$ cat config.mk
export PLATFORM = sky130hd
export DESIGN_NAME = bitmap_page_allocator
export DESIGN_NICKNAME = d
export VERILOG_FILES = /design/src/hdl/bpa_pkg.sv /design/src/hdl/bpa_front.sv /design/src/hdl/bpa_queue.sv /design/src/hdl/bpa_back.sv /design/src/hdl/bitmap_page_allocator.sv
export SDC_FILE = /design/constraint.sdc
export NUM_CORES = 2
export LEC_CHECK = 0
export BUFFER_PORTS_ARGS = -buffer_cell sky130_fd_sc_hd__buf_2
export CAP_MARGIN = 20
export CORE_MARGIN = 4
export CORE_UTILIZATION = 35
export CTS_BUF_LIST = sky130_fd_sc_hd__clkbuf_4 sky130_fd_sc_hd__clkbuf_8
export DETAILED_ROUTE_END_ITERATION = 7
export PLACE_DENSITY = 0.46
export SETUP_SLACK_MARGIN = 0.3
export SLEW_MARGIN = 20
export SYNTH_ARGS = -nofsm -noshare
export SYNTH_HDL_FRONTEND = slang
export SYNTH_MEMORY_MAX_BITS = 65536
export SYNTH_SLANG_ARGS = --single-unit
$ cat constraint.sdc
create_clock -name clk -period 10.1 [get_ports clk]
set_input_delay 1.515 -clock clk [delete_from_list [all_inputs] [get_ports clk]]
set_output_delay 1.515 -clock clk [all_outputs]
set_load 0.02 [all_outputs]
$ cat src/hdl/bpa_pkg.sv
// shared constants and types for the bitmap page allocator
package bpa_pkg;

  localparam int ADDR_W        = 64;
  localparam int WORD_BITS     = 64;
  localparam int BIT_W         = 6;
  localparam int PAGE_SHIFT    = 21;
  localparam int PCNT_W        = 13;
  localparam int CFG_IDX_W     = 1;
  localparam int DEF_MAX_PAGES = 4096;

  typedef enum logic {
    CMD_ALLOC = 1'b0,
    CMD_FREE  = 1'b1
  } cmd_kind_t;

endpackage

$ cat src/hdl/bpa_front.sv
// front end: takes request words, turns free addresses into page indexes
module bpa_front import bpa_pkg::*; #(
  parameter int IDXW = 12,
  parameter int LIMW = 13
) (
  input  logic              in_tvalid,
  output logic              in_tready,
  input  logic              in_tuser,
  input  logic [ADDR_W-1:0] in_tdata,
  input  logic [ADDR_W-1:0] heap_base,
  input  logic [LIMW-1:0]   limit,
  input  logic              q_full,
  input  logic              clearing,
  output logic              push,
  output logic [IDXW:0]     push_data
);

  localparam int PG_W = ADDR_W - PAGE_SHIFT;

  logic [ADDR_W-1:0] diff;
  logic [PG_W-1:0]   page;
  logic              in_range;
  cmd_kind_t         kind;

  assign kind      = cmd_kind_t'(in_tuser);
  assign diff      = in_tdata - heap_base;
  assign page      = diff[ADDR_W-1:PAGE_SHIFT];
  assign in_range  = page < PG_W'(limit);
  assign in_tready = !q_full && !clearing;

  // out of range frees are dropped here and never reach the back end
  assign push      = in_tvalid && in_tready && ((kind == CMD_ALLOC) || in_range);
  assign push_data = {kind, page[IDXW-1:0]};

endmodule

$ cat src/hdl/bpa_queue.sv
// two entry command queue between front and back
module bpa_queue #(
  parameter int W = 13
) (
  input  logic         clk,
  input  logic         rst_n,
  input  logic         push,
  input  logic [W-1:0] push_data,
  output logic         full,
  output logic         pop_valid,
  output logic [W-1:0] pop_data,
  input  logic         pop
);

  logic [W-1:0] entry_r [2];
  logic         wr_ptr_r, wr_ptr_nxt;
  logic         rd_ptr_r, rd_ptr_nxt;
  logic [1:0]   cnt_r, cnt_nxt;

  assign full      = cnt_r == 2'd2;
  assign pop_valid = cnt_r != 2'd0;
  assign pop_data  = entry_r[rd_ptr_r];

  always_comb begin
    wr_ptr_nxt = wr_ptr_r ^ push;
    rd_ptr_nxt = rd_ptr_r ^ pop;
    cnt_nxt    = cnt_r + {1'b0, push} - {1'b0, pop};
  end

  always_ff @(posedge clk) begin
    if (!rst_n) begin
      wr_ptr_r <= 1'b0;
      rd_ptr_r <= 1'b0;
      cnt_r    <= 2'd0;
    end else begin
      wr_ptr_r <= wr_ptr_nxt;
      rd_ptr_r <= rd_ptr_nxt;
      cnt_r    <= cnt_nxt;
    end
  end

  always_ff @(posedge clk) begin
    if (push) begin
      entry_r[wr_ptr_r] <= push_data;
    end
  end

endmodule

$ cat src/hdl/bpa_back.sv
// back end: bitmap memory, clear pass, first-fit word scan and result register
module bpa_back import bpa_pkg::*; #(
  parameter int MAX_PAGES = DEF_MAX_PAGES,
  parameter int WAW       = 6,
  parameter int IDXW      = 12,
  parameter int LIMW      = 13
) (
  input  logic              clk,
  input  logic              rst_n,
  input  logic [ADDR_W-1:0] heap_base,
  input  logic [LIMW-1:0]   limit,
  input  logic              cmd_valid,
  input  logic [IDXW:0]     cmd_data,
  output logic              cmd_pop,
  output logic              clearing,
  output logic              out_tvalid,
  input  logic              out_tready,
  output logic [ADDR_W-1:0] out_tdata,
  output logic              out_tuser
);

  localparam int WORD_COUNT = MAX_PAGES / WORD_BITS;
  localparam int WCW        = LIMW - BIT_W + 1;

  typedef enum logic [2:0] {
    ST_CLEAR,
    ST_IDLE,
    ST_FREE_RD,
    ST_FREE_WR,
    ST_SCAN_RD,
    ST_SCAN_CHK,
    ST_GRANT
  } state_t;

  state_t            state_r, state_nxt;
  logic [WCW-1:0]    w_r, w_nxt;
  logic [WAW-1:0]    addr_r, addr_nxt;
  logic [BIT_W-1:0]  bit_r, bit_nxt;
  logic              out_valid_r, out_valid_nxt;
  logic [ADDR_W-1:0] out_addr_r, out_addr_nxt;
  logic              out_grant_r, out_grant_nxt;

  logic [WORD_BITS-1:0] mem [WORD_COUNT];
  logic [WORD_BITS-1:0] rd_data_r;
  logic                 wr_en;
  logic [WAW-1:0]       wr_addr;
  logic [WORD_BITS-1:0] wr_data;

  cmd_kind_t            cmd_kind;
  logic [IDXW-1:0]      cmd_idx;
  logic [LIMW-BIT_W-1:0] lim_floor;
  logic                 lim_part;
  logic [WCW-1:0]       nwords;
  logic [WCW-1:0]       w_inc;
  logic [WORD_BITS-1:0] mask;
  logic [WORD_BITS-1:0] freebits;
  logic [BIT_W-1:0]     first;
  logic [IDXW-1:0]      grant_idx;

  assign cmd_kind   = cmd_kind_t'(cmd_data[IDXW]);
  assign cmd_idx    = cmd_data[IDXW-1:0];
  assign lim_floor  = limit[LIMW-1:BIT_W];
  assign lim_part   = |limit[BIT_W-1:0];
  assign nwords     = WCW'(lim_floor) + WCW'(lim_part);
  assign w_inc      = w_r + WCW'(1);
  assign grant_idx  = {w_r[WAW-1:0], bit_r};

  assign clearing   = state_r == ST_CLEAR;
  assign out_tvalid = out_valid_r;
  assign out_tdata  = out_addr_r;
  assign out_tuser  = out_grant_r;

  // last word may be only partly inside the page count
  always_comb begin
    if (lim_part && (w_r == WCW'(lim_floor))) begin
      mask = (WORD_BITS'(1) << limit[BIT_W-1:0]) - WORD_BITS'(1);
    end else begin
      mask = '1;
    end
    freebits = ~rd_data_r & mask;
  end

  // lowest set bit of the free mask
  always_comb begin
    first = '0;
    for (int i = WORD_BITS - 1; i >= 0; i--) begin
      if (freebits[i]) begin
        first = BIT_W'(i);
      end
    end
  end

  always_comb begin
    state_nxt     = state_r;
    w_nxt         = w_r;
    addr_nxt      = addr_r;
    bit_nxt       = bit_r;
    out_valid_nxt = out_valid_r;
    out_addr_nxt  = out_addr_r;
    out_grant_nxt = out_grant_r;
    cmd_pop       = 1'b0;
    wr_en         = 1'b0;
    wr_addr       = addr_r;
    wr_data       = rd_data_r;

    if (out_valid_r && out_tready) begin
      out_valid_nxt = 1'b0;
    end

    case (state_r)
      ST_CLEAR: begin
        wr_en   = 1'b1;
        wr_addr = w_r[WAW-1:0];
        wr_data = '0;
        if (w_r == WCW'(WORD_COUNT - 1)) begin
          w_nxt     = '0;
          state_nxt = ST_IDLE;
        end else begin
          w_nxt = w_inc;
        end
      end
      ST_IDLE: begin
        if (cmd_valid) begin
          if (cmd_kind == CMD_FREE) begin
            cmd_pop   = 1'b1;
            addr_nxt  = cmd_idx[IDXW-1:BIT_W];
            bit_nxt   = cmd_idx[BIT_W-1:0];
            state_nxt = ST_FREE_RD;
          end else if (!out_valid_r) begin
            cmd_pop  = 1'b1;
            w_nxt    = '0;
            addr_nxt = '0;
            if (limit == '0) begin
              out_valid_nxt = 1'b1;
              out_addr_nxt  = '0;
              out_grant_nxt = 1'b0;
            end else begin
              state_nxt = ST_SCAN_RD;
            end
          end
        end
      end
      ST_FREE_RD: begin
        state_nxt = ST_FREE_WR;
      end
      ST_FREE_WR: begin
        wr_en     = 1'b1;
        wr_data   = rd_data_r & ~(WORD_BITS'(1) << bit_r);
        state_nxt = ST_IDLE;
      end
      ST_SCAN_RD: begin
        state_nxt = ST_SCAN_CHK;
      end
      ST_SCAN_CHK: begin
        if (freebits != '0) begin
          bit_nxt   = first;
          state_nxt = ST_GRANT;
        end else if (w_inc < nwords) begin
          w_nxt     = w_inc;
          addr_nxt  = w_inc[WAW-1:0];
          state_nxt = ST_SCAN_RD;
        end else begin
          out_valid_nxt = 1'b1;
          out_addr_nxt  = '0;
          out_grant_nxt = 1'b0;
          state_nxt     = ST_IDLE;
        end
      end
      ST_GRANT: begin
        wr_en         = 1'b1;
        wr_data       = rd_data_r | (WORD_BITS'(1) << bit_r);
        out_valid_nxt = 1'b1;
        out_addr_nxt  = heap_base + (ADDR_W'(grant_idx) << PAGE_SHIFT);
        out_grant_nxt = 1'b1;
        state_nxt     = ST_IDLE;
      end
      default: begin
        state_nxt = ST_IDLE;
      end
    endcase
  end

  always_ff @(posedge clk) begin
    if (!rst_n) begin
      state_r     <= ST_CLEAR;
      w_r         <= '0;
      out_valid_r <= 1'b0;
    end else begin
      state_r     <= state_nxt;
      w_r         <= w_nxt;
      out_valid_r <= out_valid_nxt;
    end
    addr_r      <= addr_nxt;
    bit_r       <= bit_nxt;
    out_addr_r  <= out_addr_nxt;
    out_grant_r <= out_grant_nxt;
  end

  always_ff @(posedge clk) begin
    if (wr_en) begin
      mem[wr_addr] <= wr_data;
    end
    rd_data_r <= mem[addr_r];
  end

endmodule

$ cat src/hdl/bitmap_page_allocator.sv
// First-fit allocator of 2 MiB pages over a used-bit bitmap held in a
// MAX_PAGES/64 word memory. After reset the bitmap memory is swept to zero,
// one word per cycle; no word is taken on in_ during that pass,
// configuration writes are taken as ever. Requests enter a two word queue,
// so in_ keeps accepting while the back end works or a result waits on
// out_, until the queue is full. A free reads, modifies and writes back one
// bitmap word and gives no result; a free outside the page count is dropped
// at the input. An alloc takes the request, then walks the bitmap one
// 64-page word at a time through the single memory read port, reading each
// word and then checking it, and finally marks the page and forms the
// address; when no page is free it returns a result with granted low.
// page_count above MAX_PAGES acts as MAX_PAGES.
module bitmap_page_allocator import bpa_pkg::*; #(
  parameter int MAX_PAGES = DEF_MAX_PAGES
) (
  input  logic                 clk,
  input  logic                 rst_n,
  input  logic                 in_tvalid,
  output logic                 in_tready,
  input  logic [ADDR_W-1:0]    in_tdata,   // free_addr
  input  logic                 in_tuser,   // action
  output logic                 out_tvalid,
  input  logic                 out_tready,
  output logic [ADDR_W-1:0]    out_tdata,  // page_addr
  output logic                 out_tuser,  // granted
  input  logic                 cfg_we,
  input  logic [CFG_IDX_W-1:0] cfg_index,
  input  logic [ADDR_W-1:0]    cfg_data
);

  localparam int WORD_COUNT = MAX_PAGES / WORD_BITS;
  localparam int WAW  = (WORD_COUNT > 1) ? $clog2(WORD_COUNT) : 1;
  localparam int IDXW = WAW + BIT_W;
  localparam int LIMW = $clog2(MAX_PAGES + 1);

  localparam logic [CFG_IDX_W-1:0] CFG_HEAP_BASE  = CFG_IDX_W'(0);
  localparam logic [CFG_IDX_W-1:0] CFG_PAGE_COUNT = CFG_IDX_W'(1);

  logic [ADDR_W-1:0] heap_base_r;
  logic [PCNT_W-1:0] page_count_r;
  logic [LIMW-1:0]   limit;

  logic              q_full;
  logic              clearing;
  logic              push;
  logic [IDXW:0]     push_data;
  logic              pop_valid;
  logic [IDXW:0]     pop_data;
  logic              pop;

  always_ff @(posedge clk) begin
    if (!rst_n) begin
      heap_base_r  <= '0;
      page_count_r <= '0;
    end else if (cfg_we) begin
      case (cfg_index)
        CFG_HEAP_BASE:  heap_base_r  <= cfg_data;
        CFG_PAGE_COUNT: page_count_r <= cfg_data[PCNT_W-1:0];
        default: ;
      endcase
    end
  end

  assign limit = (32'(page_count_r) > 32'(MAX_PAGES)) ? LIMW'(MAX_PAGES)
                                                      : LIMW'(page_count_r);

  bpa_front #(
    .IDXW (IDXW),
    .LIMW (LIMW)
  ) u_front (
    .in_tvalid (in_tvalid),
    .in_tready (in_tready),
    .in_tuser  (in_tuser),
    .in_tdata  (in_tdata),
    .heap_base (heap_base_r),
    .limit     (limit),
    .q_full    (q_full),
    .clearing  (clearing),
    .push      (push),
    .push_data (push_data)
  );

  bpa_queue #(
    .W (IDXW + 1)
  ) u_queue (
    .clk       (clk),
    .rst_n     (rst_n),
    .push      (push),
    .push_data (push_data),
    .full      (q_full),
    .pop_valid (pop_valid),
    .pop_data  (pop_data),
    .pop       (pop)
  );

  bpa_back #(
    .MAX_PAGES (MAX_PAGES),
    .WAW       (WAW),
    .IDXW      (IDXW),
    .LIMW      (LIMW)
  ) u_back (
    .clk        (clk),
    .rst_n      (rst_n),
    .heap_base  (heap_base_r),
    .limit      (limit),
    .cmd_valid  (pop_valid),
    .cmd_data   (pop_data),
    .cmd_pop    (pop),
    .clearing   (clearing),
    .out_tvalid (out_tvalid),
    .out_tready (out_tready),
    .out_tdata  (out_tdata),
    .out_tuser  (out_tuser)
  );

endmodule
# After elaboration in Yosys (flattened, before gate mapping)

Memory sizes are Yosys's and may differ from the RTL's. A register that Yosys moved wholly into a read port is not among the register bits.
Cells that the tools add are included.

Bitwise operators: 9
Eq/ne operators: 21
Reduce and logical (&&, ||, !) cells: 24
Shift operators: 2
$lt $le $gt $ge: 3
Add/sub/neg operators: 7
Multiplexer cells: 125

Operators with widths:

| kind                    | count |
|---|---|
| $mux W64                | 7 |
| $mux W6                 | 73 |
| $pmux W64 S3            | 2 |
| $and A64 B64 Y64        | 2 |
| $not A64 Y64            | 2 |
| $shl A1 B6 Y64 const A  | 2 |
| $add A64 B33 Y64        | 1 |
| $or A64 B64 Y64         | 1 |
| $reduce_bool A64 Y1     | 1 |
| $sub A64 B2 Y64 const B | 1 |
| $sub A64 B64 Y64        | 1 |
| $mux W8                 | 6 |
| $lt A43 B13 Y1          | 1 |
| $pmux W6 S2             | 2 |
| $pmux W8 S3             | 1 |
| $mux W1                 | 23 |
| $mux W3                 | 7 |
| $pmux W3 S5             | 1 |
| $gt A13 B13 Y1 const B  | 1 |
| $logic_not A13 Y1       | 1 |
| $mux W13                | 1 |
| $ne A2 B2 Y1 const B    | 6 |
| $eq A3 B3 Y1 const B    | 3 |
| $add A7 B1 Y8           | 1 |
| other kinds (27)        | 44 |

Memory bits (writable): 4122
Bits in registers: 170
Input port bits: 135
Memories: 2

Memory list:

| memory          | depth | width | rd ports | clocked after memory_dff | write ports | RTL line        | source |
|---|---|---|---|---|---|---|---|
| u_back.mem      | 64    | 64    | 1        | 1                        | 1           | bpa_back.sv:43  | `logic [WORD_BITS-1:0] mem [WORD_COUNT];` |
| u_queue.entry_r | 2     | 13    | 1        | 1                        | 1           | bpa_queue.sv:15 | `logic [W-1:0] entry_r [2];` |

# Depth between registers and ports, before layout

Depth after elaboration: 72
Depth in mapped cells: 28
Depth with buffers taken out: 28

# Modules after synthesis

Synthesis repeated with hierarchy kept, for this count alone.

Cells, all modules: 8534
Area, all modules: 175539.6 um^2

By module, submodules not included:

| module                | cells each | instances | seq. area each (um^2) | area each (um^2) |
|---|---|---|---|---|
| bpa_back              | 7401       | 1         | 126831.6              | 166454.6 |
| bpa_front             | 736        | 1         | 0.0                   | 4680.7 |
| bitmap_page_allocator | 336        | 1         | 1541.5                | 3191.8 |
| bpa_queue             | 61         | 1         | 880.8                 | 1212.4 |

# Least setup slack after synthesis

No wires, ideal clock.

Kind: reg2reg
From: reg page_count_r[12]
To: reg u_back.out_addr_r[0], in the netlist u_back.out_tdata[0] (enable)
Arrival time: 6712 ps
Cell stages (with the launch flop): 18
Path slack: 2891 ps
Period minus slack after synthesis: 7209 ps
Buffers on the path: 5
Path through: dfxtp_1 buf_4 buf_4 clkbuf_1 clkbuf_1 a21oi_1 or2_2 ha_1 nand3_1 nor2_1 and4_1 buf_2 o221a_1 a211oi_2 or4b_4 nor3_4 nand4_2 o21ai_1

Word-level cells in the longest chain between the ends: 9
Elaborated cells between the ends (all ways): 17
Classes of those cells: add/sub (2); order compare (2); eq/ne (4); shift (1); mux (2); bitwise (1); reduce/logical (5)

Ends and longest elaborated chain:

| what                                                   | RTL line                       | source |
|---|---|---|
| start: declaration                                     | bitmap_page_allocator.sv:40    | `logic [PCNT_W-1:0] page_count_r;` |
| start signal: assignment                               | bitmap_page_allocator.sv:58    | `CFG_PAGE_COUNT: page_count_r <= cfg_data[PCNT_W-1:0];` |
| $gt A13 B13 Y1                                         | bitmap_page_allocator.sv:64    | `assign limit = (32'(page_count_r) > 32'(MAX_PAGES)) ? LIMW'(MAX_PAGES)` |
| $mux W13 (*)                                           | bitmap_page_allocator.sv:64    |  |
| $shl A1 B6 Y64 (tied with other cells)                 | bpa_back.sv:76                 | `mask = (WORD_BITS'(1) << limit[BIT_W-1:0]) - WORD_BITS'(1);` |
| $sub A64 B2 Y64 or $logic_and A1 B1 Y1 (tied branches) | bpa_back.sv:76, bpa_back.sv:75 |  |
| $mux W64                                               | bpa_back.sv:75                 | `if (lim_part && (w_r == WCW'(lim_floor))) begin` |
| $and A64 B64 Y64                                       | bpa_back.sv:80                 | `freebits = ~rd_data_r & mask;` |
| $reduce_bool A64 Y1                                    | bpa_back.sv:155                | `if (freebits != '0) begin` |
| $ne A2 B2 Y1 (no line)                                 | -                              |  |
| $reduce_and A7 Y1 (no line) (*)                        | -                              |  |
| end signal: assignment                                 | bpa_back.sv:195                | `out_addr_r <= out_addr_nxt;` |
| end: declaration                                       | bpa_back.sv:40                 | `logic [ADDR_W-1:0] out_addr_r, out_addr_nxt;` |

Every way passes the cells marked *; elsewhere a longest branch is shown, timed or not.
A chain may end at the register's enable or synchronous reset.

# Worst setup path in the final report

From: reg page_count_r[5]
To: reg u_back.out_addr_r[58], in the netlist u_back.out_tdata[58] (enable)

Same word-level chain as after synthesis.

==> reports/qor.csv <==
metric;value;unit
seq_area_frac_synth;74.4;%
drt_pass1_iterations;5;
p_seq_share;54.6;%
synth_cell_types;109;
die_h;713;µm
grt_pass1_wl;786;mm
fin_worst_skew;106;ps
multi_input_area;43500;µm²
yosys.cell_count.top_type;edfxtp_1;
finalSetupViolations;0;
grt_overflow;0;
power_switching;7.85;mW
crit_type;reg -> reg;
cts.repair.resized;0;
yosysWarnings;0;
fillerInstances;44000;
core_area;494000;µm²
hp-start;heap_base_r[13];
synth-seq-cells;4357;
crit-reg2reg-launch;page_count_r[5];
reg2reg_to;u_back.out_tdata[58];
place.gp.congestion;0.906;
dr.first_iter.drc_count;10200;
min_path_type;reg -> reg;
wl;575;mm
drive_gt1_share;32.9;%
critPathLaunchType;flip-flop;
intPower;28.2;mW
slew_headroom;16.4;%
rows;258;
place_area;185000;µm²
cts_tree;built;
slew_viol_final;0;
ys.flop_type;edfxtp_1;
grt_antenna_before_repair;26;
async_flop_share;0;%
whs_endpoint;heap_base_r[13];
maxCapViolCount;0;
dp_hpwl;317;mm
timing.final.crit_share;67.7;%
outcome;completed;
reg2reg_slack;3270;ps
endpoint_kind;flip-flop;
grt_max_degree;114;
power;36.1;mW
worstMarginPinSlew;1240;ps
r2r_cells;13;
power_frac_clock;43.1;%
arrival;7680;ps
cts_root_buf;clkbuf_8;
syn_area;174000;µm²
htree_levels;6;
ys_top_cells_by_area;edfxtp_1 (73%), mux4_2 (17%), dfxtp_1 (1.8%);
cts_buffers;728;
min_path_cells;2;
ant_nets;0;
power_per_cell_area;181;nW/µm²
synth.top_cell.area_share;72.5;%
post-synth-top-area-cell;edfxtp_1;
port_buffers;201;
cts_sinks;4357;
worstSkewPairLatency;1280;ps
dieArea;508000;µm²
worstPathMaxFanout;64;
cts_buffer_depth;4;
cp.required;10940;ps
netlist_instances;8315;
combPwrFrac;2.3;%
switching_share;21.8;%
leakage;66.0;nW
cts_hold_buf;0;
finish.instance_area;200000;µm²
via_per_inst;5.64;
track_usage;22.2;%
fin_crit;6830;ps
grt_pass1_vias;93400;
syn_avg_cell_area;20.9;µm²
ir_drop;0.144;mV
synth-edff-count;4199;
ios;202;
hold_viol;0;
path_clk_slew;60;ps
syn_to_final_growth;14.8;%
finish.net_count;9361;
cts_setup_buffers;0;
start_util;35.2;%
die_x;713;µm
wl_per_cell;35.2;µm
rsz0062_at_grt;false;
drc;0;
fmax;146;MHz
yosys-top-cells-count;edfxtp_1 (4199), mux4_2 (1344), nand2_1 (451);
regArea;129000;µm²
fin_setup_tns;0;ps
syn_nets;8552;
vias;92300;
==> cell families (layout without fill, tap and decap cells) <==
family          after synthesis  count (layout)  share of synthesized area, %
flops                      4357            4357                          74.4
mux                        1369            1369                          17.6
simple gates               1157            1157                          3.12
compound gates              703             703                          2.62
buf+inv                     553            1950                          1.23
fa+ha+maj                   102             102                         0.739
xor+xnor                     73              73                         0.368
other cells                   1               9                       0.00216
==> metal layers <==
metal / up-vias / part of all wire, % / routed length, µm / GRT usage, %
li1: 36600 / - / - / -
met1: 51100 / 43 / 250000 / 31.4
met2: 3728 / 48 / 275000 / 35.9
met3: 815 / 6.0 / 34600 / 3.46
met4: 14 / 2.7 / 15400 / 5.81
met5: - / 0.016 / 92 / 0
==> metrics by stage <==
step | setup WS [ps] | cells | util [%] | hold slack [ps]
2_1_floorplan | 2890 | 8315 | - | 443
3_3_place_gp | 2270 | 15000 | 37.4 | 456
3_5_place_dp | 2260 | 15000 | 37.5 | 463
4_1_cts | 3480 | 16300 | 40.4 | 338
5_1_grt | 3130 | 16300 | 40.4 | 396
6_report | 3270 | 16400 | 40.4 | 467
==> final cells by class <==
| class | count | area share (%) |
|---|---|---|
| clock buffer | 1007 | 6.16 |
| sequential | 4357 | 64.8 |
| inverter | 119 | 0.226 |
| timing repair buffer | 513 | 1.85 |
| antenna | 8 | 0.0100 |
| multi-input combinational | 3405 | 21.8 |
| tap | 6630 | 4.16 |
| clock inverter | 311 | 1.03 |
==> worst max path at each step <==
| stage | from | endpoint | slack [ps] |
|---|---|---|---|
| after global routing | heap_base_r[2] | u_queue.entry_r[0][2] | 3130 |
| final | page_count_r[5] | u_back.out_tdata[58] | 3270 |
| after detailed placement | in_tdata[2] | u_queue.entry_r[0][8] | 2260 |
| after CTS | heap_base_r[2] | u_queue.entry_r[0][1] | 3480 |
| after global placement | in_tdata[2] | u_queue.entry_r[1][8] | 2270 |
| after floorplan | page_count_r[12] | u_back.out_tdata[0] | 2890 |
==> critical path, cell delays in order, from the launching register on <==
cell	delay [ps]
dfxtp_1	810
or2_1	400
nor3_1	120
a21oi_1	740
and3_2	620
buf_4	470
o311a_1	240
a211oi_1	80
nor4_1	680
nand4_1	310
nor3_4	380
nand4_2	350
o21ai_4	330
buf_4	700
==> registers in the layout, indices dropped and copies added, names as in the netlist, 2 cells and up, named ones only <==
register,cells
heap_base_r,64
u_queue.entry_r,26
page_count_r,13
u_back.state_r,3
u_back.bit_r,6
u_back.out_tdata,64
u_back.w_r,8
u_back.rd_data_r,64
u_queue.cnt_r,2
u_back.mem,4096
u_back.addr_r,6
==> power groups by stage <==
stage	Clock (mW)	Sequential, mW	Combinational (mW)
after CTS	16.0	19.7	0.818
final	15.6	19.7	0.823
after global placement	0	20.1	0.813
after global routing	16.8	19.7	0.876
after floorplan	0	20.0	0.472
after detailed placement	0	20.1	0.814
==> cell usage in the layout, fill, tap and decap left out, types with 21 or more instances in the layout <==
cell	count
a21o_1	28
xnor2_1	56
ha_1	101
edfxtp_1	4199
clkbuf_4	250
a211oi_1	23
mux4_2	1344
a21boi_0	85
nor3_1	69
buf_4	287
clkinv_1	162
o21ai_4	45
nor2_4	64
a31oi_1	32
dfxtp_1	156
buf_12	23
mux2i_1	21
a21oi_1	150
nor2_1	222
o21ai_0	160
clkinv_2	74
nand2_1	441
nor2b_1	32
clkbuf_8	757
nand3_1	75
inv_1	117
nand2b_1	24
nand4_1	40
nor4_1	29
buf_2	200
No activity file was read; power rests on OpenSTA's default activity.
